===== src/smh_pkg.sv =====
// Shared widths, register codes, and sequencer states for the smoothed histogram.
package smh_pkg;

    localparam int NUM_BINS_DEF = 64;

    localparam int PIX_W      = 16;
    localparam int MASK_W     = 8;
    localparam int MATCH_W    = 9;
    localparam int COUNT_W    = 25;
    localparam int COEF_W     = 16;
    localparam int COORD_W    = 13;
    localparam int COL_W      = 12;
    localparam int ROW_W      = 13;
    localparam int IDX_OUT_W  = 6;
    localparam int CFG_IDX_W  = 3;
    localparam int CFG_DATA_W = 16;

    localparam logic [COUNT_W-1:0] COUNT_MAX = '1;
    localparam logic [COL_W-1:0]   COL_MAX   = '1;
    localparam logic [ROW_W-1:0]   ROW_MAX   = '1;

    typedef logic [COUNT_W-1:0] count_t;

    typedef enum logic [CFG_IDX_W-1:0] {
        REG_MASK_MATCH    = 3'd0,
        REG_SMOOTH_LEVEL  = 3'd1,
        REG_FRAME_WIDTH   = 3'd2,
        REG_REGION_LEFT   = 3'd3,
        REG_REGION_TOP    = 3'd4,
        REG_REGION_RIGHT  = 3'd5,
        REG_REGION_BOTTOM = 3'd6
    } cfg_reg_t;

    typedef enum logic [3:0] {
        ST_CLEAR,
        ST_ACC,
        ST_DRAIN,
        ST_SEED_RD,
        ST_SEED_LD,
        ST_SM_RD,
        ST_SM_MUL,
        ST_SM_WR,
        ST_OUT_RD,
        ST_OUT_LD,
        ST_OUT_WAIT
    } state_t;

endpackage


===== src/smh_bin_ram.sv =====
// Bin count memory: one write port, one read port with registered read data.
module smh_bin_ram import smh_pkg::*; #(
    parameter int DEPTH = NUM_BINS_DEF,
    parameter int AW    = $clog2(NUM_BINS_DEF),
    parameter int DW    = COUNT_W
) (
    input  logic          aclk,
    input  logic          wr_en,
    input  logic [AW-1:0] wr_addr,
    input  logic [DW-1:0] wr_data,
    input  logic [AW-1:0] rd_addr,
    output logic [DW-1:0] rd_data
);

    logic [DW-1:0] mem [DEPTH];
    logic [DW-1:0] rd_data_reg;

    always_ff @(posedge aclk) begin
        if (wr_en) begin
            mem[wr_addr] <= wr_data;
        end
        rd_data_reg <= mem[rd_addr];
    end

    assign rd_data = rd_data_reg;

endmodule


===== src/smh_blend.sv =====
// Smoothing step: registered |nb - self| * coef, then self moved toward nb by the product's top.
module smh_blend import smh_pkg::*; (
    input  logic              aclk,
    input  logic              load,
    input  count_t            self_val,
    input  count_t            nb_val,
    input  logic [COEF_W-1:0] coef,
    output count_t            result
);

    localparam int MAG_W = COUNT_W + COEF_W;

    logic             up_next;
    count_t           diff;
    logic             up_reg;
    count_t           base_reg;
    logic [MAG_W-1:0] mag_reg;
    count_t           step;

    always_comb begin
        up_next = (nb_val >= self_val);
        diff    = up_next ? (nb_val - self_val) : (self_val - nb_val);
    end

    always_ff @(posedge aclk) begin
        if (load) begin
            up_reg   <= up_next;
            base_reg <= self_val;
            mag_reg  <= MAG_W'(diff) * MAG_W'(coef);
        end
    end

    assign step   = mag_reg[MAG_W-1:COEF_W];
    assign result = up_reg ? (base_reg + step) : (base_reg - step);

endmodule


===== src/smoothed_masked_histogram.sv =====
// Masked, windowed histogram with two-pass smoothing; top level and frame sequencer.
// Pixels: one transfer per cycle while counting; the count update is a read-modify-write
//   on the bin memory with forwarding of the previous write.
// Frame end: a drain state, a seed read and load of bin 0, then a forward and a backward
//   smoothing pass (memory read, multiply and write-back per bin), then each bin read out.
// Reset: synchronous, active low; then a clearing pass that writes zero to every bin.
module smoothed_masked_histogram import smh_pkg::*; #(
    parameter int NUM_BINS = NUM_BINS_DEF
) (
    input  logic                  aclk,
    input  logic                  aresetn,

    input  logic                  s_valid,
    output logic                  s_ready,
    input  logic [PIX_W-1:0]      s_pixel_value,
    input  logic [MASK_W-1:0]     s_mask_value,
    input  logic                  s_last_pixel,

    output logic                  m_valid,
    input  logic                  m_ready,
    output logic [IDX_OUT_W-1:0]  m_bin_index,
    output logic [COUNT_W-1:0]    m_bin_count,
    output logic                  m_last_bin,

    input  logic                  cfg_valid,
    output logic                  cfg_ready,
    input  logic [CFG_IDX_W-1:0]  cfg_index,
    input  logic [CFG_DATA_W-1:0] cfg_data
);

    localparam int BIN_AW     = (NUM_BINS > 1) ? $clog2(NUM_BINS) : 1;
    localparam int BIN_SPAN   = 65536 / NUM_BINS;
    localparam int SPAN_LOG   = $clog2(BIN_SPAN);
    localparam int RECIP_SH   = PIX_W + SPAN_LOG;
    localparam int PROD_W     = 2 * PIX_W + 1;
    localparam logic [47:0] RECIP_WIDE =
        ((48'd1 << RECIP_SH) + 48'(BIN_SPAN) - 48'd1) / 48'(BIN_SPAN);
    localparam logic [PIX_W:0]    RECIP   = RECIP_WIDE[PIX_W:0];
    localparam logic [BIN_AW-1:0] BIN_TOP = BIN_AW'(NUM_BINS - 1);

    // configuration
    logic [MATCH_W-1:0] mask_match_reg;
    logic [COEF_W-1:0]  smooth_level_reg;
    logic [COORD_W-1:0] frame_width_reg;
    logic [COORD_W-1:0] region_left_reg;
    logic [COORD_W-1:0] region_top_reg;
    logic [COORD_W-1:0] region_right_reg;
    logic [COORD_W-1:0] region_bottom_reg;

    // sequencer and datapath
    state_t             state_reg, state_next;
    logic [BIN_AW-1:0]  idx_reg, idx_next;
    logic               back_reg, back_next;
    count_t             prev_reg, prev_next;
    logic [COL_W-1:0]   col_reg, col_next;
    logic [ROW_W-1:0]   row_reg, row_next;
    logic               s1_cnt_reg, s1_cnt_next;
    logic [BIN_AW-1:0]  s1_bin_reg, s1_bin_next;
    logic               fwd_en_reg;
    logic [BIN_AW-1:0]  fwd_addr_reg;
    count_t             fwd_data_reg;
    logic               m_valid_reg, m_valid_next;
    logic [IDX_OUT_W-1:0] m_bin_index_reg, m_bin_index_next;
    count_t             m_bin_count_reg, m_bin_count_next;
    logic               m_last_bin_reg, m_last_bin_next;

    // memory and blend ports
    logic               wr_en;
    logic [BIN_AW-1:0]  wr_addr;
    count_t             wr_data;
    logic [BIN_AW-1:0]  rd_addr;
    count_t             rd_data;
    logic               blend_load;
    count_t             blend_result;

    logic               accept;
    logic               m_xfer;
    logic               selected;
    logic               in_region;
    logic [COORD_W-1:0] col_inc;
    logic               row_end;
    logic [PROD_W-1:0]  bin_prod;
    logic [PROD_W-1:0]  bin_quot;
    logic [BIN_AW-1:0]  bin_sel;
    count_t             acc_old;
    count_t             acc_new;

    smh_bin_ram #(
        .DEPTH (NUM_BINS),
        .AW    (BIN_AW),
        .DW    (COUNT_W)
    ) u_ram (
        .aclk    (aclk),
        .wr_en   (wr_en),
        .wr_addr (wr_addr),
        .wr_data (wr_data),
        .rd_addr (rd_addr),
        .rd_data (rd_data)
    );

    smh_blend u_blend (
        .aclk     (aclk),
        .load     (blend_load),
        .self_val (rd_data),
        .nb_val   (prev_reg),
        .coef     (smooth_level_reg),
        .result   (blend_result)
    );

    assign accept    = s_valid && s_ready;
    assign m_xfer    = m_valid_reg && m_ready;
    assign cfg_ready = 1'b1;

    // pixel classification and bin select (reciprocal multiply, exact for 16-bit pixels)
    always_comb begin
        selected  = mask_match_reg[MATCH_W-1] || (s_mask_value == mask_match_reg[MASK_W-1:0]);
        in_region = (COORD_W'(col_reg) >= region_left_reg) &&
                    (COORD_W'(col_reg) < region_right_reg) &&
                    (row_reg >= region_top_reg) && (row_reg < region_bottom_reg);
        col_inc  = COORD_W'(col_reg) + COORD_W'(1);
        row_end  = (col_inc >= frame_width_reg) || (col_reg == COL_MAX);
        bin_prod = PROD_W'(s_pixel_value) * PROD_W'(RECIP);
        bin_quot = bin_prod >> RECIP_SH;
        bin_sel  = (bin_quot > PROD_W'(NUM_BINS - 1)) ? BIN_TOP : bin_quot[BIN_AW-1:0];
        acc_old  = (fwd_en_reg && (fwd_addr_reg == s1_bin_reg)) ? fwd_data_reg : rd_data;
        acc_new  = (acc_old == COUNT_MAX) ? acc_old : (acc_old + count_t'(1));
    end

    // next state
    always_comb begin
        state_next = state_reg;
        case (state_reg)
            ST_CLEAR:    if (idx_reg == BIN_TOP) state_next = ST_ACC;
            ST_ACC:      if (accept && s_last_pixel) state_next = ST_DRAIN;
            ST_DRAIN:    state_next = ST_SEED_RD;
            ST_SEED_RD:  state_next = ST_SEED_LD;
            ST_SEED_LD:  state_next = ST_SM_RD;
            ST_SM_RD:    state_next = ST_SM_MUL;
            ST_SM_MUL:   state_next = ST_SM_WR;
            ST_SM_WR: begin
                if (back_reg && (idx_reg == '0)) begin
                    state_next = ST_OUT_RD;
                end else begin
                    state_next = ST_SM_RD;
                end
            end
            ST_OUT_RD:   state_next = ST_OUT_LD;
            ST_OUT_LD:   state_next = ST_OUT_WAIT;
            ST_OUT_WAIT: begin
                if (m_xfer) begin
                    state_next = (idx_reg == BIN_TOP) ? ST_ACC : ST_OUT_RD;
                end
            end
            default:     state_next = ST_CLEAR;
        endcase
    end

    // outputs: handshake and memory controls
    always_comb begin
        s_ready    = 1'b0;
        rd_addr    = idx_reg;
        wr_en      = 1'b0;
        wr_addr    = idx_reg;
        wr_data    = '0;
        blend_load = 1'b0;
        if (s1_cnt_reg) begin
            wr_en   = 1'b1;
            wr_addr = s1_bin_reg;
            wr_data = acc_new;
        end
        case (state_reg)
            ST_CLEAR:   wr_en = 1'b1;
            ST_ACC: begin
                s_ready = 1'b1;
                rd_addr = bin_sel;
            end
            ST_SEED_RD: rd_addr = '0;
            ST_SM_MUL:  blend_load = 1'b1;
            ST_SM_WR: begin
                wr_en   = 1'b1;
                wr_data = blend_result;
            end
            ST_OUT_LD:  wr_en = 1'b1;
            default: ;
        endcase
    end

    // datapath next values
    always_comb begin
        idx_next         = idx_reg;
        back_next        = back_reg;
        prev_next        = prev_reg;
        col_next         = col_reg;
        row_next         = row_reg;
        s1_cnt_next      = accept && selected && in_region;
        s1_bin_next      = bin_sel;
        m_valid_next     = m_valid_reg;
        m_bin_index_next = m_bin_index_reg;
        m_bin_count_next = m_bin_count_reg;
        m_last_bin_next  = m_last_bin_reg;

        if (accept) begin
            if (s_last_pixel) begin
                col_next = '0;
                row_next = '0;
            end else if (row_end) begin
                col_next = '0;
                row_next = (row_reg == ROW_MAX) ? row_reg : (row_reg + ROW_W'(1));
            end else begin
                col_next = col_reg + COL_W'(1);
            end
        end

        case (state_reg)
            ST_CLEAR: idx_next = (idx_reg == BIN_TOP) ? '0 : (idx_reg + BIN_AW'(1));
            ST_SEED_LD: begin
                prev_next = rd_data;
                idx_next  = BIN_AW'(1);
                back_next = 1'b0;
            end
            ST_SM_WR: begin
                prev_next = blend_result;
                if (!back_reg) begin
                    if (idx_reg == BIN_TOP) begin
                        back_next = 1'b1;
                        idx_next  = BIN_TOP - BIN_AW'(1);
                    end else begin
                        idx_next = idx_reg + BIN_AW'(1);
                    end
                end else if (idx_reg != '0) begin
                    idx_next = idx_reg - BIN_AW'(1);
                end
            end
            ST_OUT_LD: begin
                m_valid_next     = 1'b1;
                m_bin_index_next = IDX_OUT_W'(idx_reg);
                m_bin_count_next = rd_data;
                m_last_bin_next  = (idx_reg == BIN_TOP);
            end
            ST_OUT_WAIT: begin
                if (m_xfer) begin
                    m_valid_next = 1'b0;
                    idx_next     = (idx_reg == BIN_TOP) ? '0 : (idx_reg + BIN_AW'(1));
                end
            end
            default: ;
        endcase
    end

    always_ff @(posedge aclk) begin
        if (!aresetn) begin
            state_reg         <= ST_CLEAR;
            idx_reg           <= '0;
            back_reg          <= 1'b0;
            col_reg           <= '0;
            row_reg           <= '0;
            s1_cnt_reg        <= 1'b0;
            fwd_en_reg        <= 1'b0;
            m_valid_reg       <= 1'b0;
            mask_match_reg    <= MATCH_W'(256);
            smooth_level_reg  <= '0;
            frame_width_reg   <= COORD_W'(4096);
            region_left_reg   <= '0;
            region_top_reg    <= '0;
            region_right_reg  <= COORD_W'(4096);
            region_bottom_reg <= COORD_W'(4096);
        end else begin
            state_reg   <= state_next;
            idx_reg     <= idx_next;
            back_reg    <= back_next;
            col_reg     <= col_next;
            row_reg     <= row_next;
            s1_cnt_reg  <= s1_cnt_next;
            fwd_en_reg  <= wr_en;
            m_valid_reg <= m_valid_next;
            if (cfg_valid) begin
                case (cfg_index)
                    REG_MASK_MATCH:    mask_match_reg    <= cfg_data[MATCH_W-1:0];
                    REG_SMOOTH_LEVEL:  smooth_level_reg  <= cfg_data[COEF_W-1:0];
                    REG_FRAME_WIDTH:   frame_width_reg   <= cfg_data[COORD_W-1:0];
                    REG_REGION_LEFT:   region_left_reg   <= cfg_data[COORD_W-1:0];
                    REG_REGION_TOP:    region_top_reg    <= cfg_data[COORD_W-1:0];
                    REG_REGION_RIGHT:  region_right_reg  <= cfg_data[COORD_W-1:0];
                    REG_REGION_BOTTOM: region_bottom_reg <= cfg_data[COORD_W-1:0];
                    default: ;
                endcase
            end
        end
    end

    always_ff @(posedge aclk) begin
        prev_reg        <= prev_next;
        s1_bin_reg      <= s1_bin_next;
        fwd_addr_reg    <= wr_addr;
        fwd_data_reg    <= wr_data;
        m_bin_index_reg <= m_bin_index_next;
        m_bin_count_reg <= m_bin_count_next;
        m_last_bin_reg  <= m_last_bin_next;
    end

    assign m_valid     = m_valid_reg;
    assign m_bin_index = m_bin_index_reg;
    assign m_bin_count = m_bin_count_reg;
    assign m_last_bin  = m_last_bin_reg;

    a_no_overlap: assert property (@(posedge aclk) disable iff (!aresetn)
        s_ready |-> !m_valid)
        else $error("pixel intake open while a bin is pending");

    a_last_stops_intake: assert property (@(posedge aclk) disable iff (!aresetn)
        (s_valid && s_ready && s_last_pixel) |=> !s_ready)
        else $error("intake still open after frame end");

    a_last_bin_ends: assert property (@(posedge aclk) disable iff (!aresetn)
        (m_valid && m_ready && m_last_bin) |=> !m_valid)
        else $error("bin output after last bin");

    a_bin_range: assert property (@(posedge aclk) disable iff (!aresetn)
        m_valid |-> (m_bin_index <= IDX_OUT_W'(NUM_BINS - 1)))
        else $error("bin index out of range");

    a_count_write_phase: assert property (@(posedge aclk) disable iff (!aresetn)
        s1_cnt_reg |-> (state_reg == ST_ACC || state_reg == ST_DRAIN))
        else $error("count update outside counting phase");

endmodule


===== config.mk =====
export PLATFORM = sky130hd
export DESIGN_NAME = smoothed_masked_histogram
export DESIGN_NICKNAME = d
export VERILOG_FILES = /design/src/smh_pkg.sv /design/src/smh_bin_ram.sv /design/src/smh_blend.sv /design/src/smoothed_masked_histogram.sv
export SDC_FILE = /design/constraint.sdc
export NUM_CORES = 2
export LEC_CHECK = 0
export BUFFER_PORTS_ARGS = -buffer_cell sky130_fd_sc_hd__clkbuf_2
export CELL_PAD_IN_SITES_DETAIL_PLACEMENT = 0
export CELL_PAD_IN_SITES_GLOBAL_PLACEMENT = 2
export CORE_MARGIN = 1.5
export CORE_UTILIZATION = 50
export CTS_CLUSTER_DIAMETER = 200
export CTS_CLUSTER_SIZE = 16
export DETAILED_ROUTE_END_ITERATION = 8
export GPL_ROUTABILITY_DRIVEN = 0
export PLACE_DENSITY_LB_ADDON = 0.1
export SLEW_MARGIN = 0
export SYNTH_ARGS = -nofsm -noshare
export SYNTH_HDL_FRONTEND = slang
export SYNTH_SLANG_ARGS = --single-unit

===== constraint.sdc =====
create_clock -name aclk -period 18.43 [get_ports aclk]
set_input_delay 2.7645 -clock aclk [delete_from_list [all_inputs] [get_ports aclk]]
set_output_delay 2.7645 -clock aclk [all_outputs]
set_load 0.03 [all_outputs]

==> reports/metrics.csv <==
stage;metric;value;unit
sta;clock skew;0.0497;ns
power;VDD IR max;0.000103;V
min_path;hold depth;2;
status;status;completed;
yosys;Post-Syn Area per Cell;13.7;um^2
yosys;Synth Instances;7005;
critical_path;R2R setup slack;7.78;ns
placement;dpl hpwl;146000;um
global_route;initial antenna violation count;2;
layout;footprint of the multi-input gates;37900;um^2
min_path;class of the worst hold path;reg2reg;
yosys;Synth cell types;100;
yosys;EDFF count, synth;1708;
critical_path;crit path to;u_blend.mag_reg[40]$_DFFE_PP_;
critical_path;Critical Path RT;18.96;ns
critical_path;Worst R2R Path Depth;34;
placement;area post-placement;99600;um^2
sta;hold slack final;0.465;ns
critical_path;Critical Path End Type;flop;
sta;Setup TNS Final;0;ns
yosys;YS warnings;0;
power;cell area power density;85.1;nW/um^2
cts;H-tree levels;4;
cts;Setup Fix Bufs, Post-CTS;0;
floorplan;die height;441;um
layout;register with the highest flop count;u_ram.mem;
critical_path;Startpoint Class;flop;
yosys;Post-Syn Area;96000;um^2
sta;crit share post-route;57.8;%
power;Net Switching;2.29;mW
floorplan;row count;160;
yosys;Synth async-reset ratio;0;%
power;Leakage Power;41.3;nW
sta;worst slew pin tran;1.20;ns
cts;cts hold-fix bufs;0;
global_route;vias in the first global route;54100;
floorplan;num ports;84;
layout;Filler cells;15700;
power;Cell Int Power;6.52;mW
flow_run;Max Cap Viol;0;
floorplan;Starting Density;50.4;%
critical_path;Reg-to-Reg End;u_blend.mag_reg[40]$_DFFE_PP_;
power;Clock Power Share;32.6;%
yosys;syn_nets;7626;
sta;Hold Fails Final Rpt;0;
route;DRT Pass-1 Iters;5;
layout;layout cells sized above 1;7.56;%
layout;max reg flops;1600;
cts;CTS tree;done;
cts;Clock transition at path regs;0.08;ns
sta;Slew Limit Fails;0;
yosys;Most used DFF post-synth;edfxtp_1;
placement;IO Port Bufs;72;
sta;Final min period;10.65;ns
floorplan;core area;190000;um^2
critical_path;Worst EP arrival;11.18;ns
sta;Setup violations, final;0;
critical_path;worst r2r src;u_ram.rd_data[23]$_DFF_P_;
route;DR iter-0 viols;3611;
route;WL per Instance;24.4;um
layout;fin util;54.4;%
layout;FF+latch area;55100;um^2
critical_path;Setup Crit Path Kind;reg2reg;
route;overall routed net length;234000;um
route;via density per instance;5.64;
cts;CTS Buffer Depth;3;
sta;fmax;0.0939;GHz
route;post-detailed-route DRC marker count;0;
global_route;GRT overflow;0;
critical_path;Crit path largest cell delay;0.84;ns
cts;clk root buf;clkbuf_16;
floorplan;full die area;195000;um^2
yosys;sequential area share after synthesis;57.4;%
global_route;first-pass GRT wire length;347000;um
critical_path;maximum fanout along the worst path;35;
critical_path;most used cell, CP;fa_1;
cts;CTS resizes;0;
route;Routed Antenna Nets;0;
floorplan;Die Width;441;um
global_route;total track usage;24.1;%
layout;Final Cell Area;104000;um^2
critical_path;Setup crit start;u_ram.rd_data[23]$_DFF_P_;
cts;Clk Latency, worst-skew pair;0.79;ns
sta;slew margin rel.;20.0;%
sta;RSZ-0062 raised after global routing;no;
power;sequential share of power;53.5;%
layout;Syn-to-layout area delta;7.97;%
min_path;hold_sp;frame_width_reg[4]$_SDFFE_PN0P_;
critical_path;slowest stage cell, crit path;xor2_2;
cts;# clock sinks;1899;
layout;fin nets;7620;
power;switching portion of total power;26.0;%
global_route;largest net degree at the start of global routing;129;
route;via count;54000;
yosys;Yosys reg bits;1899;
cts;CTS Buf Count;136;
power;Comb pwr share;13.9;%
synth_stat cells, drive strengths merged (15+ instances only):
| cell | number | area (um^2) |
|---|---|---|
| and3 | 31 | 204 |
| o21ai | 115 | 591 |
| a31oi | 24 | 156 |
| a211oi | 15 | 130 |
| mux2i | 1597 | 16000 |
| nand2 | 569 | 2140 |
| a21o | 69 | 518 |
| nand4 | 33 | 213 |
| xor2 | 52 | 485 |
| ha | 250 | 3130 |
| dfxtp | 191 | 3820 |
| and2 | 165 | 1030 |
| o21a | 23 | 173 |
| nor4 | 22 | 138 |
| o21bai | 15 | 113 |
| o211ai | 16 | 139 |
| a21oi | 148 | 752 |
| edfxtp | 1708 | 51300 |
| nand2b | 20 | 125 |
| inv | 511 | 1920 |
| nor2 | 189 | 741 |
| clkbuf | 167 | 627 |
| xnor2 | 76 | 681 |
| buf | 199 | 1030 |
| nand3 | 95 | 475 |
| a21boi | 97 | 728 |
| nor3 | 64 | 340 |
| nor3b | 15 | 113 |
| fa | 322 | 6450 |
| o31ai | 26 | 195 |
| nor2b | 24 | 150 |
kinds of logic (layout without fill, tap and decap cells):
family	after synthesis	in the layout	synth area share, %
other	1	3	0.00391
AO/OA/AOI/OAI	644	644	4.58
buffers and inverters	877	937	3.73
AND/OR/NAND/NOR	1279	1279	6.32
multiplexers	1605	1605	16.8
adder cells (fa/ha/maj)	572	572	9.98
XOR/XNOR	128	128	1.22
flip-flops	1899	1899	57.4
placed cells by master, fill, tap and decap left out, drive strengths merged, types with 31 or more instances in the layout:
cell type,Yosys,routed
ha,250,250
and3,31,31
a21boi,97,97
buf,199,151
a21o,69,69
nand4,33,33
nor3,64,64
o21ai,115,115
edfxtp,1708,1708
nor2,189,189
fa,322,322
nand2,569,569
xnor2,76,76
xor2,52,52
and2,165,165
a21oi,148,148
inv,511,512
clkbuf,167,266
mux2i,1597,1597
nand3,95,95
dfxtp,191,191
metrics by stage:
step                      total power, mW  worst slack [ns]  std cells
after floorplan                      5.62             10.19       7005
after global placement               6.03              7.71       9372
after detailed placement             6.04              7.70       9372
after CTS                            8.91              7.64       9576
after global routing                 9.15              7.18       9576
final                                8.82              7.78       9578
final cells by class:
class                           instances  share of cell area [%]
Tap cell                             2511                    3.03
Sequential cell                      1899                    53.2
Inverter                              511                    1.85
Antenna cell                            2                 0.00483
Timing Repair Buffer                  222                    1.52
Clock inverter                          9                   0.211
Clock buffer                          195                    3.62
Multi-Input combinational cell       4229                    36.6
power groups by stage:
stage	sequential (mW)	clock [mW]	combinational, mW
5_1_grt	4.72	3.10	1.33
3_5_place_dp	4.81	0	1.22
3_3_place_gp	4.81	0	1.22
2_1_floorplan	4.79	0	0.838
4_1_cts	4.72	2.95	1.24
6_report	4.72	2.88	1.22
how the worst min path moves through the flow:
stage,slack [ns],endpoint
2_1_floorplan,0.41,m_bin_index[3]$_DFFE_PP_
3_3_place_gp,0.45,region_top_reg[7]$_SDFFE_PN0P_
3_5_place_dp,0.46,frame_width_reg[4]$_SDFFE_PN0P_
4_1_cts,0.47,frame_width_reg[4]$_SDFFE_PN0P_
5_1_grt,0.48,region_right_reg[10]$_SDFFE_PN0P_
6_report,0.46,frame_width_reg[4]$_SDFFE_PN0P_
critical path: cells and delay by family, from the launching register on:
family / cells / cell delay, ns
XOR/XNOR: 2 / 0.96
buffers and inverters: 7 / 1.02
AND/OR/NAND/NOR: 4 / 0.91
adder cells (fa/ha/maj): 8 / 3.77
AO/OA/AOI/OAI: 13 / 3.01
flip-flops: 1 / 0.61
routing by layer:
metal	global-route usage (%)	up-vias	wire [um]
met1	33.3	27600	106000
met5	0	-	0
met2	40.3	962	113000
met4	7.06	0	6740
li1	-	25200	-
met3	2.64	283	8770
Note: power is estimated with default switching activity, not from simulation.
